## config.mk

```make
export PLATFORM = sky130hd
export DESIGN_NAME = caption_change_point_detector
export DESIGN_NICKNAME = d
export VERILOG_FILES = /design/src/rtl/core/ccpd_pkg.sv /design/src/rtl/core/caption_change_point_detector.sv /design/src/rtl/core/ccpd_cfg_regs.sv /design/src/rtl/core/ccpd_hash_cmp.sv /design/src/rtl/core/ccpd_tracker.sv
export SDC_FILE = /design/constraint.sdc
export NUM_CORES = 1
export LEC_CHECK = 0
export BUFFER_PORTS_ARGS = -buffer_cell sky130_fd_sc_hd__buf_2
export CORE_MARGIN = 2
export CORE_UTILIZATION = 50
export CTS_BUF_LIST = sky130_fd_sc_hd__clkbuf_8
export CTS_CLUSTER_DIAMETER = 30
export DETAILED_ROUTE_END_ITERATION = 8
export HOLD_SLACK_MARGIN = 0.02
export PLACE_DENSITY = 0.68
export SLEW_MARGIN = 30
export SYNTH_ARGS = -nofsm -noshare
export SYNTH_HDL_FRONTEND = slang
export SYNTH_SLANG_ARGS = --single-unit
```

## constraint.sdc

```tcl
create_clock -name clk -period 13.1 [get_ports clk]
set_clock_uncertainty 0.15 [all_clocks]
set_input_delay 0 -clock clk [delete_from_list [all_inputs] [get_ports clk]]
set_output_delay 0 -clock clk [all_outputs]
set_load 0.02 [all_outputs]
```

## src/rtl/core/ccpd_pkg.sv

```systemverilog
// Shared types and codes for the caption change point detector.
package ccpd_pkg;

  // Width of a hash bit distance and of the change threshold register.
  localparam int THR_W = 7;

  // Configuration register indexes.
  localparam logic [2:0] REG_PRESENT_LEVEL      = 3'd0;
  localparam logic [2:0] REG_SETTLE_FRAMES      = 3'd1;
  localparam logic [2:0] REG_SAME_DIST_MAX      = 3'd2;
  localparam logic [2:0] REG_VERIFY_ENABLE      = 3'd3;
  localparam logic [2:0] REG_VERIFY_THRESHOLD   = 3'd4;
  localparam logic [2:0] REG_PATROL_ENABLE      = 3'd5;
  localparam logic [2:0] REG_PATROL_THRESHOLD   = 3'd6;
  localparam logic [2:0] REG_PATROL_INTERVAL    = 3'd7;

  // Event kinds.
  localparam logic [1:0] EV_NONE   = 2'd0;
  localparam logic [1:0] EV_IN     = 2'd1;
  localparam logic [1:0] EV_OUT    = 2'd2;
  localparam logic [1:0] EV_CHANGE = 2'd3;

  typedef struct packed {
    logic [15:0]        present_level;
    logic [7:0]         settle_frames;
    logic [THR_W-1:0]   same_dist_max;
    logic               verify_enable;
    logic signed [15:0] verify_threshold;
    logic               patrol_enable;
    logic signed [15:0] patrol_threshold;
    logic [15:0]        patrol_interval;
  } cfg_t;

  typedef struct packed {
    logic same_anchor;
    logic same_prev;
  } hash_match_t;

endpackage

```

## src/rtl/core/caption_change_point_detector.sv

```systemverilog
// Caption change point detector: one frame record in, one event record out, one per clock
// while out_ready keeps up. Each frame request is captured in an input register, decided
// against the tracking state by combinational logic (two 64-bit hash popcounts, threshold
// compares and the mode update), and the result lands in an output register, so a request
// passes the input and then the output register; the state update loop in the tracker
// closes through its state registers. While a result waits on out_ready, one more request
// can still be taken into the input register. Configuration writes are always taken
// (cfg_ready is tied high) and belong in idle periods.
module caption_change_point_detector import ccpd_pkg::*; #(
  parameter int HASH_BITS = 64,
  parameter int TIME_BITS = 40
) (
  input  logic                 clk,
  input  logic                 rst,
  input  logic                 cfg_valid,
  output logic                 cfg_ready,
  input  logic [2:0]           cfg_index,
  input  logic [15:0]          cfg_data,
  input  logic                 in_valid,
  output logic                 in_ready,
  input  logic [15:0]          fg_ratio,
  input  logic [TIME_BITS-1:0] frame_ms,
  input  logic [HASH_BITS-1:0] frame_hash,
  input  logic                 crop_present,
  input  logic signed [15:0]   sim_full,
  input  logic signed [15:0]   sim_foreground,
  output logic                 out_valid,
  input  logic                 out_ready,
  output logic [1:0]           event_kind,
  output logic [TIME_BITS-1:0] event_ms,
  output logic                 capture_anchor
);

  cfg_t                 cfg;
  hash_match_t          match;
  logic                 item_valid;
  logic [15:0]          item_fg_ratio;
  logic [TIME_BITS-1:0] item_frame_ms;
  logic [HASH_BITS-1:0] item_frame_hash;
  logic                 item_crop_present;
  logic signed [15:0]   item_sim_full;
  logic signed [15:0]   item_sim_foreground;
  logic [HASH_BITS-1:0] anchor_hash;
  logic [HASH_BITS-1:0] prev_hash;
  logic [1:0]           dec_kind;
  logic [TIME_BITS-1:0] dec_ms;
  logic                 dec_capture;
  logic                 advance;

  assign cfg_ready = 1'b1;
  assign advance   = item_valid && (!out_valid || out_ready);
  assign in_ready  = !item_valid || advance;

  ccpd_cfg_regs u_cfg (
    .clk      (clk),
    .rst      (rst),
    .wr_en    (cfg_valid && cfg_ready),
    .wr_index (cfg_index),
    .wr_data  (cfg_data),
    .cfg      (cfg)
  );

  // Input register.
  always_ff @(posedge clk) begin
    if (rst) begin
      item_valid <= 1'b0;
    end else if (in_valid && in_ready) begin
      item_valid <= 1'b1;
    end else if (advance) begin
      item_valid <= 1'b0;
    end
  end

  always_ff @(posedge clk) begin
    if (in_valid && in_ready) begin
      item_fg_ratio       <= fg_ratio;
      item_frame_ms       <= frame_ms;
      item_frame_hash     <= frame_hash;
      item_crop_present   <= crop_present;
      item_sim_full       <= sim_full;
      item_sim_foreground <= sim_foreground;
    end
  end

  ccpd_hash_cmp #(.HASH_BITS(HASH_BITS)) u_hash_cmp (
    .frame_hash  (item_frame_hash),
    .anchor_hash (anchor_hash),
    .prev_hash   (prev_hash),
    .dist_max    (cfg.same_dist_max),
    .match       (match)
  );

  ccpd_tracker #(.HASH_BITS(HASH_BITS), .TIME_BITS(TIME_BITS)) u_tracker (
    .clk            (clk),
    .rst            (rst),
    .step           (advance),
    .cfg            (cfg),
    .fg_ratio       (item_fg_ratio),
    .frame_ms       (item_frame_ms),
    .frame_hash     (item_frame_hash),
    .crop_present   (item_crop_present),
    .sim_full       (item_sim_full),
    .sim_foreground (item_sim_foreground),
    .match          (match),
    .anchor_hash    (anchor_hash),
    .prev_hash      (prev_hash),
    .event_kind     (dec_kind),
    .event_ms       (dec_ms),
    .capture_anchor (dec_capture)
  );

  // Result register.
  always_ff @(posedge clk) begin
    if (rst) begin
      out_valid <= 1'b0;
    end else if (advance) begin
      out_valid <= 1'b1;
    end else if (out_ready) begin
      out_valid <= 1'b0;
    end
  end

  always_ff @(posedge clk) begin
    if (advance) begin
      event_kind     <= dec_kind;
      event_ms       <= dec_ms;
      capture_anchor <= dec_capture;
    end
  end

endmodule

```

## src/rtl/core/ccpd_cfg_regs.sv

```systemverilog
// Configuration register file of the caption change point detector.
module ccpd_cfg_regs import ccpd_pkg::*; (
  input  logic        clk,
  input  logic        rst,
  input  logic        wr_en,
  input  logic [2:0]  wr_index,
  input  logic [15:0] wr_data,
  output cfg_t        cfg
);

  always_ff @(posedge clk) begin
    if (rst) begin
      cfg.present_level      <= '0;
      cfg.settle_frames      <= 8'd1;
      cfg.same_dist_max      <= '0;
      cfg.verify_enable      <= 1'b0;
      cfg.verify_threshold   <= '0;
      cfg.patrol_enable      <= 1'b0;
      cfg.patrol_threshold   <= '0;
      cfg.patrol_interval    <= '0;
    end else if (wr_en) begin
      case (wr_index)
        REG_PRESENT_LEVEL:      cfg.present_level      <= wr_data;
        REG_SETTLE_FRAMES:      cfg.settle_frames      <= wr_data[7:0];
        REG_SAME_DIST_MAX:      cfg.same_dist_max      <= wr_data[THR_W-1:0];
        REG_VERIFY_ENABLE:      cfg.verify_enable      <= wr_data[0];
        REG_VERIFY_THRESHOLD:   cfg.verify_threshold   <= wr_data;
        REG_PATROL_ENABLE:      cfg.patrol_enable      <= wr_data[0];
        REG_PATROL_THRESHOLD:   cfg.patrol_threshold   <= wr_data;
        REG_PATROL_INTERVAL:    cfg.patrol_interval    <= wr_data;
        default: ;
      endcase
    end
  end

endmodule

```

## src/rtl/core/ccpd_hash_cmp.sv

```systemverilog
// Hash bit distances against the anchor and previous hashes, compared to the threshold.
module ccpd_hash_cmp import ccpd_pkg::*; #(
  parameter int HASH_BITS = 64
) (
  input  logic [HASH_BITS-1:0] frame_hash,
  input  logic [HASH_BITS-1:0] anchor_hash,
  input  logic [HASH_BITS-1:0] prev_hash,
  input  logic [THR_W-1:0]     dist_max,
  output hash_match_t          match
);

  localparam int NCHUNK = (HASH_BITS + 7) / 8;
  localparam int PAD_W  = NCHUNK * 8;

  logic [PAD_W-1:0] diff_anchor;
  logic [PAD_W-1:0] diff_prev;
  logic [3:0]       cnt_anchor [NCHUNK];
  logic [3:0]       cnt_prev   [NCHUNK];
  logic [THR_W-1:0] dist_anchor;
  logic [THR_W-1:0] dist_prev;

  assign diff_anchor = PAD_W'(frame_hash ^ anchor_hash);
  assign diff_prev   = PAD_W'(frame_hash ^ prev_hash);

  // Count per byte, then add the byte counts.
  always_comb begin
    for (int c = 0; c < NCHUNK; c++) begin
      cnt_anchor[c] = '0;
      cnt_prev[c]   = '0;
      for (int b = 0; b < 8; b++) begin
        cnt_anchor[c] = cnt_anchor[c] + 4'(diff_anchor[c*8 + b]);
        cnt_prev[c]   = cnt_prev[c]   + 4'(diff_prev[c*8 + b]);
      end
    end
    dist_anchor = '0;
    dist_prev   = '0;
    for (int c = 0; c < NCHUNK; c++) begin
      dist_anchor = dist_anchor + THR_W'(cnt_anchor[c]);
      dist_prev   = dist_prev   + THR_W'(cnt_prev[c]);
    end
  end

  assign match.same_anchor = (dist_anchor <= dist_max);
  assign match.same_prev   = (dist_prev   <= dist_max);

endmodule

```

## src/rtl/core/ccpd_tracker.sv

```systemverilog
// Presence hysteresis, change candidate and patrol state, with the per-frame decision.
module ccpd_tracker import ccpd_pkg::*; #(
  parameter int HASH_BITS = 64,
  parameter int TIME_BITS = 40
) (
  input  logic                 clk,
  input  logic                 rst,
  input  logic                 step,
  input  cfg_t                 cfg,
  input  logic [15:0]          fg_ratio,
  input  logic [TIME_BITS-1:0] frame_ms,
  input  logic [HASH_BITS-1:0] frame_hash,
  input  logic                 crop_present,
  input  logic signed [15:0]   sim_full,
  input  logic signed [15:0]   sim_foreground,
  input  hash_match_t          match,
  output logic [HASH_BITS-1:0] anchor_hash,
  output logic [HASH_BITS-1:0] prev_hash,
  output logic [1:0]           event_kind,
  output logic [TIME_BITS-1:0] event_ms,
  output logic                 capture_anchor
);

  localparam logic [1:0] MODE_EMPTY        = 2'd0;
  localparam logic [1:0] MODE_STABLE       = 2'd1;
  localparam logic [1:0] MODE_STABLE_PRIME = 2'd2;

  logic [1:0]           mode, mode_next;
  logic [HASH_BITS-1:0] anchor_hash_next;
  logic                 anchor_ok, anchor_ok_next;
  logic                 prev_ok;
  logic [7:0]           present_run, present_run_next;
  logic [7:0]           absent_run, absent_run_next;
  logic [15:0]          patrol_run, patrol_run_next;
  logic                 fp_held, fp_held_next;
  logic                 fa_held, fa_held_next;
  logic                 cand_held, cand_held_next;
  logic [TIME_BITS-1:0] fp_ms, fp_ms_next;
  logic [TIME_BITS-1:0] fa_ms, fa_ms_next;
  logic [TIME_BITS-1:0] cand_ms, cand_ms_next;

  logic        present;
  logic        sims_ok;
  logic        settled;
  logic [7:0]  present_inc;
  logic [7:0]  absent_inc;
  logic [15:0] patrol_inc;

  assign present     = (fg_ratio >= cfg.present_level);
  assign sims_ok     = anchor_ok && crop_present;
  assign settled     = prev_ok && match.same_prev;
  assign present_inc = (&present_run) ? present_run : present_run + 8'd1;
  assign absent_inc  = (&absent_run)  ? absent_run  : absent_run + 8'd1;
  assign patrol_inc  = (&patrol_run)  ? patrol_run  : patrol_run + 16'd1;

  always_comb begin
    mode_next        = mode;
    anchor_hash_next = anchor_hash;
    anchor_ok_next   = anchor_ok;
    present_run_next = present_run;
    absent_run_next  = absent_run;
    patrol_run_next  = patrol_run;
    fp_held_next     = fp_held;
    fa_held_next     = fa_held;
    cand_held_next   = cand_held;
    fp_ms_next       = fp_ms;
    fa_ms_next       = fa_ms;
    cand_ms_next     = cand_ms;
    event_kind       = EV_NONE;
    event_ms         = '0;
    capture_anchor   = 1'b0;

    if (mode == MODE_EMPTY) begin
      if (present) begin
        if (present_run == 8'd0) begin
          fp_ms_next   = frame_ms;
          fp_held_next = 1'b1;
        end
        present_run_next = present_inc;
        absent_run_next  = '0;
        if (present_inc >= cfg.settle_frames) begin
          // A zero remembered time falls back to the current frame time.
          event_ms = (fp_held_next && fp_ms_next != '0) ? fp_ms_next : frame_ms;
          event_kind       = EV_IN;
          capture_anchor   = 1'b1;
          mode_next        = MODE_STABLE;
          anchor_hash_next = frame_hash;
          anchor_ok_next   = crop_present;
          present_run_next = '0;
          fp_held_next     = 1'b0;
          fp_ms_next       = '0;
        end
      end else begin
        present_run_next = '0;
        fp_held_next     = 1'b0;
        fp_ms_next       = '0;
      end
    end else if (!present) begin
      if (absent_run == 8'd0) begin
        fa_ms_next   = frame_ms;
        fa_held_next = 1'b1;
      end
      absent_run_next = absent_inc;
      if (absent_inc >= cfg.settle_frames) begin
        event_ms = (fa_held_next && fa_ms_next != '0) ? fa_ms_next : frame_ms;
        event_kind       = EV_OUT;
        mode_next        = MODE_EMPTY;
        absent_run_next  = '0;
        fa_held_next     = 1'b0;
        fa_ms_next       = '0;
        cand_held_next   = 1'b0;
        cand_ms_next     = '0;
        anchor_hash_next = '0;
        anchor_ok_next   = 1'b0;
      end
    end else begin
      absent_run_next = '0;
      fa_held_next    = 1'b0;
      fa_ms_next      = '0;
      if (match.same_anchor) begin
        patrol_run_next = patrol_inc;
        if (cfg.patrol_enable && cand_held && settled) begin
          event_kind      = EV_CHANGE;
          event_ms        = cand_ms;
          patrol_run_next = '0;
        end else if (cfg.patrol_enable && patrol_inc >= cfg.patrol_interval && sims_ok) begin
          patrol_run_next = '0;
          if (sim_foreground < cfg.patrol_threshold && !cand_held) begin
            cand_held_next = 1'b1;
            cand_ms_next   = frame_ms;
          end
        end
      end else if (cfg.verify_enable && sims_ok && sim_full > cfg.verify_threshold) begin
        // Similarity vetoes the hash change: drop the candidate.
        cand_held_next = 1'b0;
        cand_ms_next   = '0;
      end else begin
        if (!cand_held) begin
          cand_held_next = 1'b1;
          cand_ms_next   = frame_ms;
        end
        if (settled) begin
          event_kind = EV_CHANGE;
          event_ms   = cand_ms_next;
        end
      end
      if (event_kind == EV_CHANGE) begin
        capture_anchor   = 1'b1;
        cand_held_next   = 1'b0;
        cand_ms_next     = '0;
        mode_next        = MODE_STABLE_PRIME;
        anchor_hash_next = frame_hash;
        anchor_ok_next   = crop_present;
      end
    end
  end

  always_ff @(posedge clk) begin
    if (rst) begin
      mode        <= MODE_EMPTY;
      anchor_hash <= '0;
      anchor_ok   <= 1'b0;
      prev_hash   <= '0;
      prev_ok     <= 1'b0;
      present_run <= '0;
      absent_run  <= '0;
      patrol_run  <= '0;
      fp_held     <= 1'b0;
      fa_held     <= 1'b0;
      cand_held   <= 1'b0;
      fp_ms       <= '0;
      fa_ms       <= '0;
      cand_ms     <= '0;
    end else if (step) begin
      mode        <= mode_next;
      anchor_hash <= anchor_hash_next;
      anchor_ok   <= anchor_ok_next;
      prev_hash   <= frame_hash;
      prev_ok     <= 1'b1;
      present_run <= present_run_next;
      absent_run  <= absent_run_next;
      patrol_run  <= patrol_run_next;
      fp_held     <= fp_held_next;
      fa_held     <= fa_held_next;
      cand_held   <= cand_held_next;
      fp_ms       <= fp_ms_next;
      fa_ms       <= fa_ms_next;
      cand_ms     <= cand_ms_next;
    end
  end

endmodule

```

==> results.cfg <==
[run_status]
outcome = finished clean

[detailed_routing]
avgViaCountPerCell = 5.48
routed_wirelength_um = 78100
wl_per_cell_um = 18.2
first_iter_violations = 1617
drt_pass1_iterations = 6
vias = 23600
drc = 0
drt.antenna.violating_nets = 0

[sta]
fmax_mhz = 97.6
finalSetupViolCount = 0
rsz0062_at_grt = false
finalCritPeriodShare_pct = 78.2
relSlewSlack_pct = 22.6
drv_slew = 0
tightest_slew_ps = 1130
hold_viol_final = 0
post-route-min-period_ps = 10240
fin_tns_setup_ps = 0

[synth]
ys_seq_area_share_pct = 46.6
synth_top_cell_by_area = dfxtp_1
synth.distinct_cells = 80
ys.flop_type = dfxtp_1
ys_warn_count = 0
syn_area_um2 = 28500
synthTopCellsByCount = nand2_1 (385), dfxtp_1 (370), inv_1 (275)
synth_most_common_cell = nand2_1
synth_nets = 3302
synth.top_cell.area_share_pct = 26.0
synth.area.top_cells = dfxtp_1 (26%), edfxtp_1 (21%), ha_1 (7.7%)
synth_edf_count = 196
syn_avg_cell_area_um2 = 10.0
ys_ff_latch = 566
synthArstFlopShare_pct = 0
syn-instance-count = 2847

[critical_path]
cp_max_fo = 40
crit_top_cell = fa_1
reg2reg_slack_ps = 2860
crit_path_start_kind = flop
cp_top_family = adder cells
path_class = reg -> reg
reg2reg_from = item_frame_hash[8]$_DFFE_PP_
arrival_ps = 10560
reg2reg_depth = 32
crit_required_ps = 13420
r2r-end = event_ms[33]$_DFFE_PP_
cpMaxStageDelayCell = or3b_2
cp_num_buf_inv = 5
critPathMaxStageDelay_ps = 820
endpoint_kind = flop

[worst_hold_path]
hold_end = u_cfg.cfg[63]$_SDFFE_PP0P_
holdPathStages = 4
hold_class = in -> reg
min_from = cfg_data[6]

[grt]
met2_usage_pct = 46.0
grt_pass1_vias = 24400
grt.total_usage_pct = 26.3
grt_start_max_net_pins = 115
grt_pass1_wl_um = 125000
grtUsageMet1_pct = 31.1
busiest_layer = met2
antenna_found_initial = 2
grtUsageMet3_pct = 4.28
overflow = 0

[floorplanning]
start_util_pct = 50.6
die-width_um = 243
core_area_um2 = 56400
row_count = 87
die-area_um2 = 59000
io_pins = 223
die_h_um = 243

[clock_tree]
cts_setup_buffers = 0
cts_resized = 0
cts_sinks = 566
htreeDepth = 3
cts_buffers = 118
cts_tree = built
clk_path_buf_depth = 3
clkTransAtPathRegs_ps = 60
root_buffer = clkbuf_8
clock_latency_ps = 730

[cells_and_area]
layout-area-overhead-vs-synth_pct = 28.1
num-fill-cells = 4365
regArea_um2 = 13300
drive_above_1_share_pct = 14.0
multi_input_area_um2 = 13700
nNetsFinal = 3894

[placed_design]
finalWeightedCongestion = 0.868
hpwl_um = 48100
portBuffers = 221

[flow_run]
drv_cap = 0
-- worst reg2reg max path: cells and delay by family, from the launching register on --
family	cells	cell delay [ps]
adders and majority gates	12	5410
and+or+nand+nor	4	1630
AOI/OAI and AO/OA	8	1480
xor gates and xnor gates	3	550
DFF	1	460
buffers and inverters	5	290
-- how the worst max path moves through the flow --
| stage | startpoint | to | slack, ps | cells past startpoint |
|---|---|---|---|---|
| final | item_frame_hash[8]$_DFFE_PP_ | event_ms[33]$_DFFE_PP_ | 2860 | 32 |
| after global routing | item_frame_hash[8]$_DFFE_PP_ | u_tracker.anchor_hash[15]$_SDFFE_PP0P_ | 2260 | 33 |
| after CTS | item_frame_hash[8]$_DFFE_PP_ | event_ms[33]$_DFFE_PP_ | 2770 | 32 |
| after detailed placement | item_frame_hash[8]$_DFFE_PP_ | event_ms[33]$_DFFE_PP_ | 2800 | 32 |
| after global placement | item_frame_hash[9]$_DFFE_PP_ | event_ms[33]$_DFFE_PP_ | 2880 | 32 |
| after floorplan | item_frame_hash[8]$_DFFE_PP_ | u_tracker.cand_ms[33]$_SDFFE_PP0P_ | 3850 | 33 |
-- metal layers --
metal	share of wire (%)	wire, um
met5	0	0
met4	4.7	3710
met3	5.4	4210
met2	50	39200
met1	40	31000
-- stage by stage --
stage / area [um^2] / instances / util [%] / setup slack [ps] / hold slack (ps)
global route: 36500 / 4303 / 64.8 / 2260 / 95.2
CTS: 36500 / 4301 / 64.8 / 2770 / 20.1
detailed placement: 30200 / 3708 / 53.6 / 2800 / 28.1
global placement: 30200 / 3708 / 53.6 / 2880 / 26.2
finish: 36500 / 4303 / 64.8 / 2860 / 120
floorplan: 28500 / 2847 / - / 3850 / -51.1
-- placed cells by master, fill, tap and decap left out, drive strengths merged, types with 19 or more instances in the layout --
master,instances
nand2,385
dfxtp,370
dlygate4sd3,367
inv,321
buf,243
edfxtp,196
a21oi,181
ha,176
nor2,158
clkbuf,131
o21ai,130
xnor2,122
a22oi,107
fa,102
nand3,99
xor2,53
a22o,40
mux2,34
a222oi,31
clkinv,27
nor2b,22
nor4,22
nor3,22
a21o,19
-- what timing repair did --
item / CTS / global route
hold endpoints to repair: 339 / 0
hold buffers: 367 / 0
endpoints found under the setup margin: 0 / 0
-- flip-flops by register name (all words and copies together) (netlist names), 40 cells and up --
name and cells:
event_ms 40, u_tracker.fa_ms 40, u_tracker.fp_ms 40, item_frame_ms 40
u_tracker.cand_ms 40, u_tracker.anchor_hash 64, u_cfg.cfg 81, item_frame_hash 64
u_tracker.prev_hash 64
-- kinds of logic (layout without fill, tap and decap cells) --
family	Yosys count	in the layout	share of synthesized area, %
compound gates	599	599	13.9
xor+xnor	175	175	5.37
fa+ha+maj	278	278	14.9
buf+inv	415	1113	5.71
flops	566	566	46.6
mux	42	42	1.62
other cells	1	3	0.0131
simple gates	771	771	11.9
-- area by class of cell --
cell class	instances	share of cell area [%]
Timing Repair Buffer	611	13.6
Sequential cell	566	36.4
Antenna cell	2	0.0137
Inverter	276	2.84
Multi-Input combinational cell	1866	37.4
Clock buffer	130	4.90
Clock inverter	96	2.33
Tap cell	756	2.59
Power is left out: the tool's default activity adds up to more than one toggle a clock period on the data nets, which glitch-free logic cannot reach.
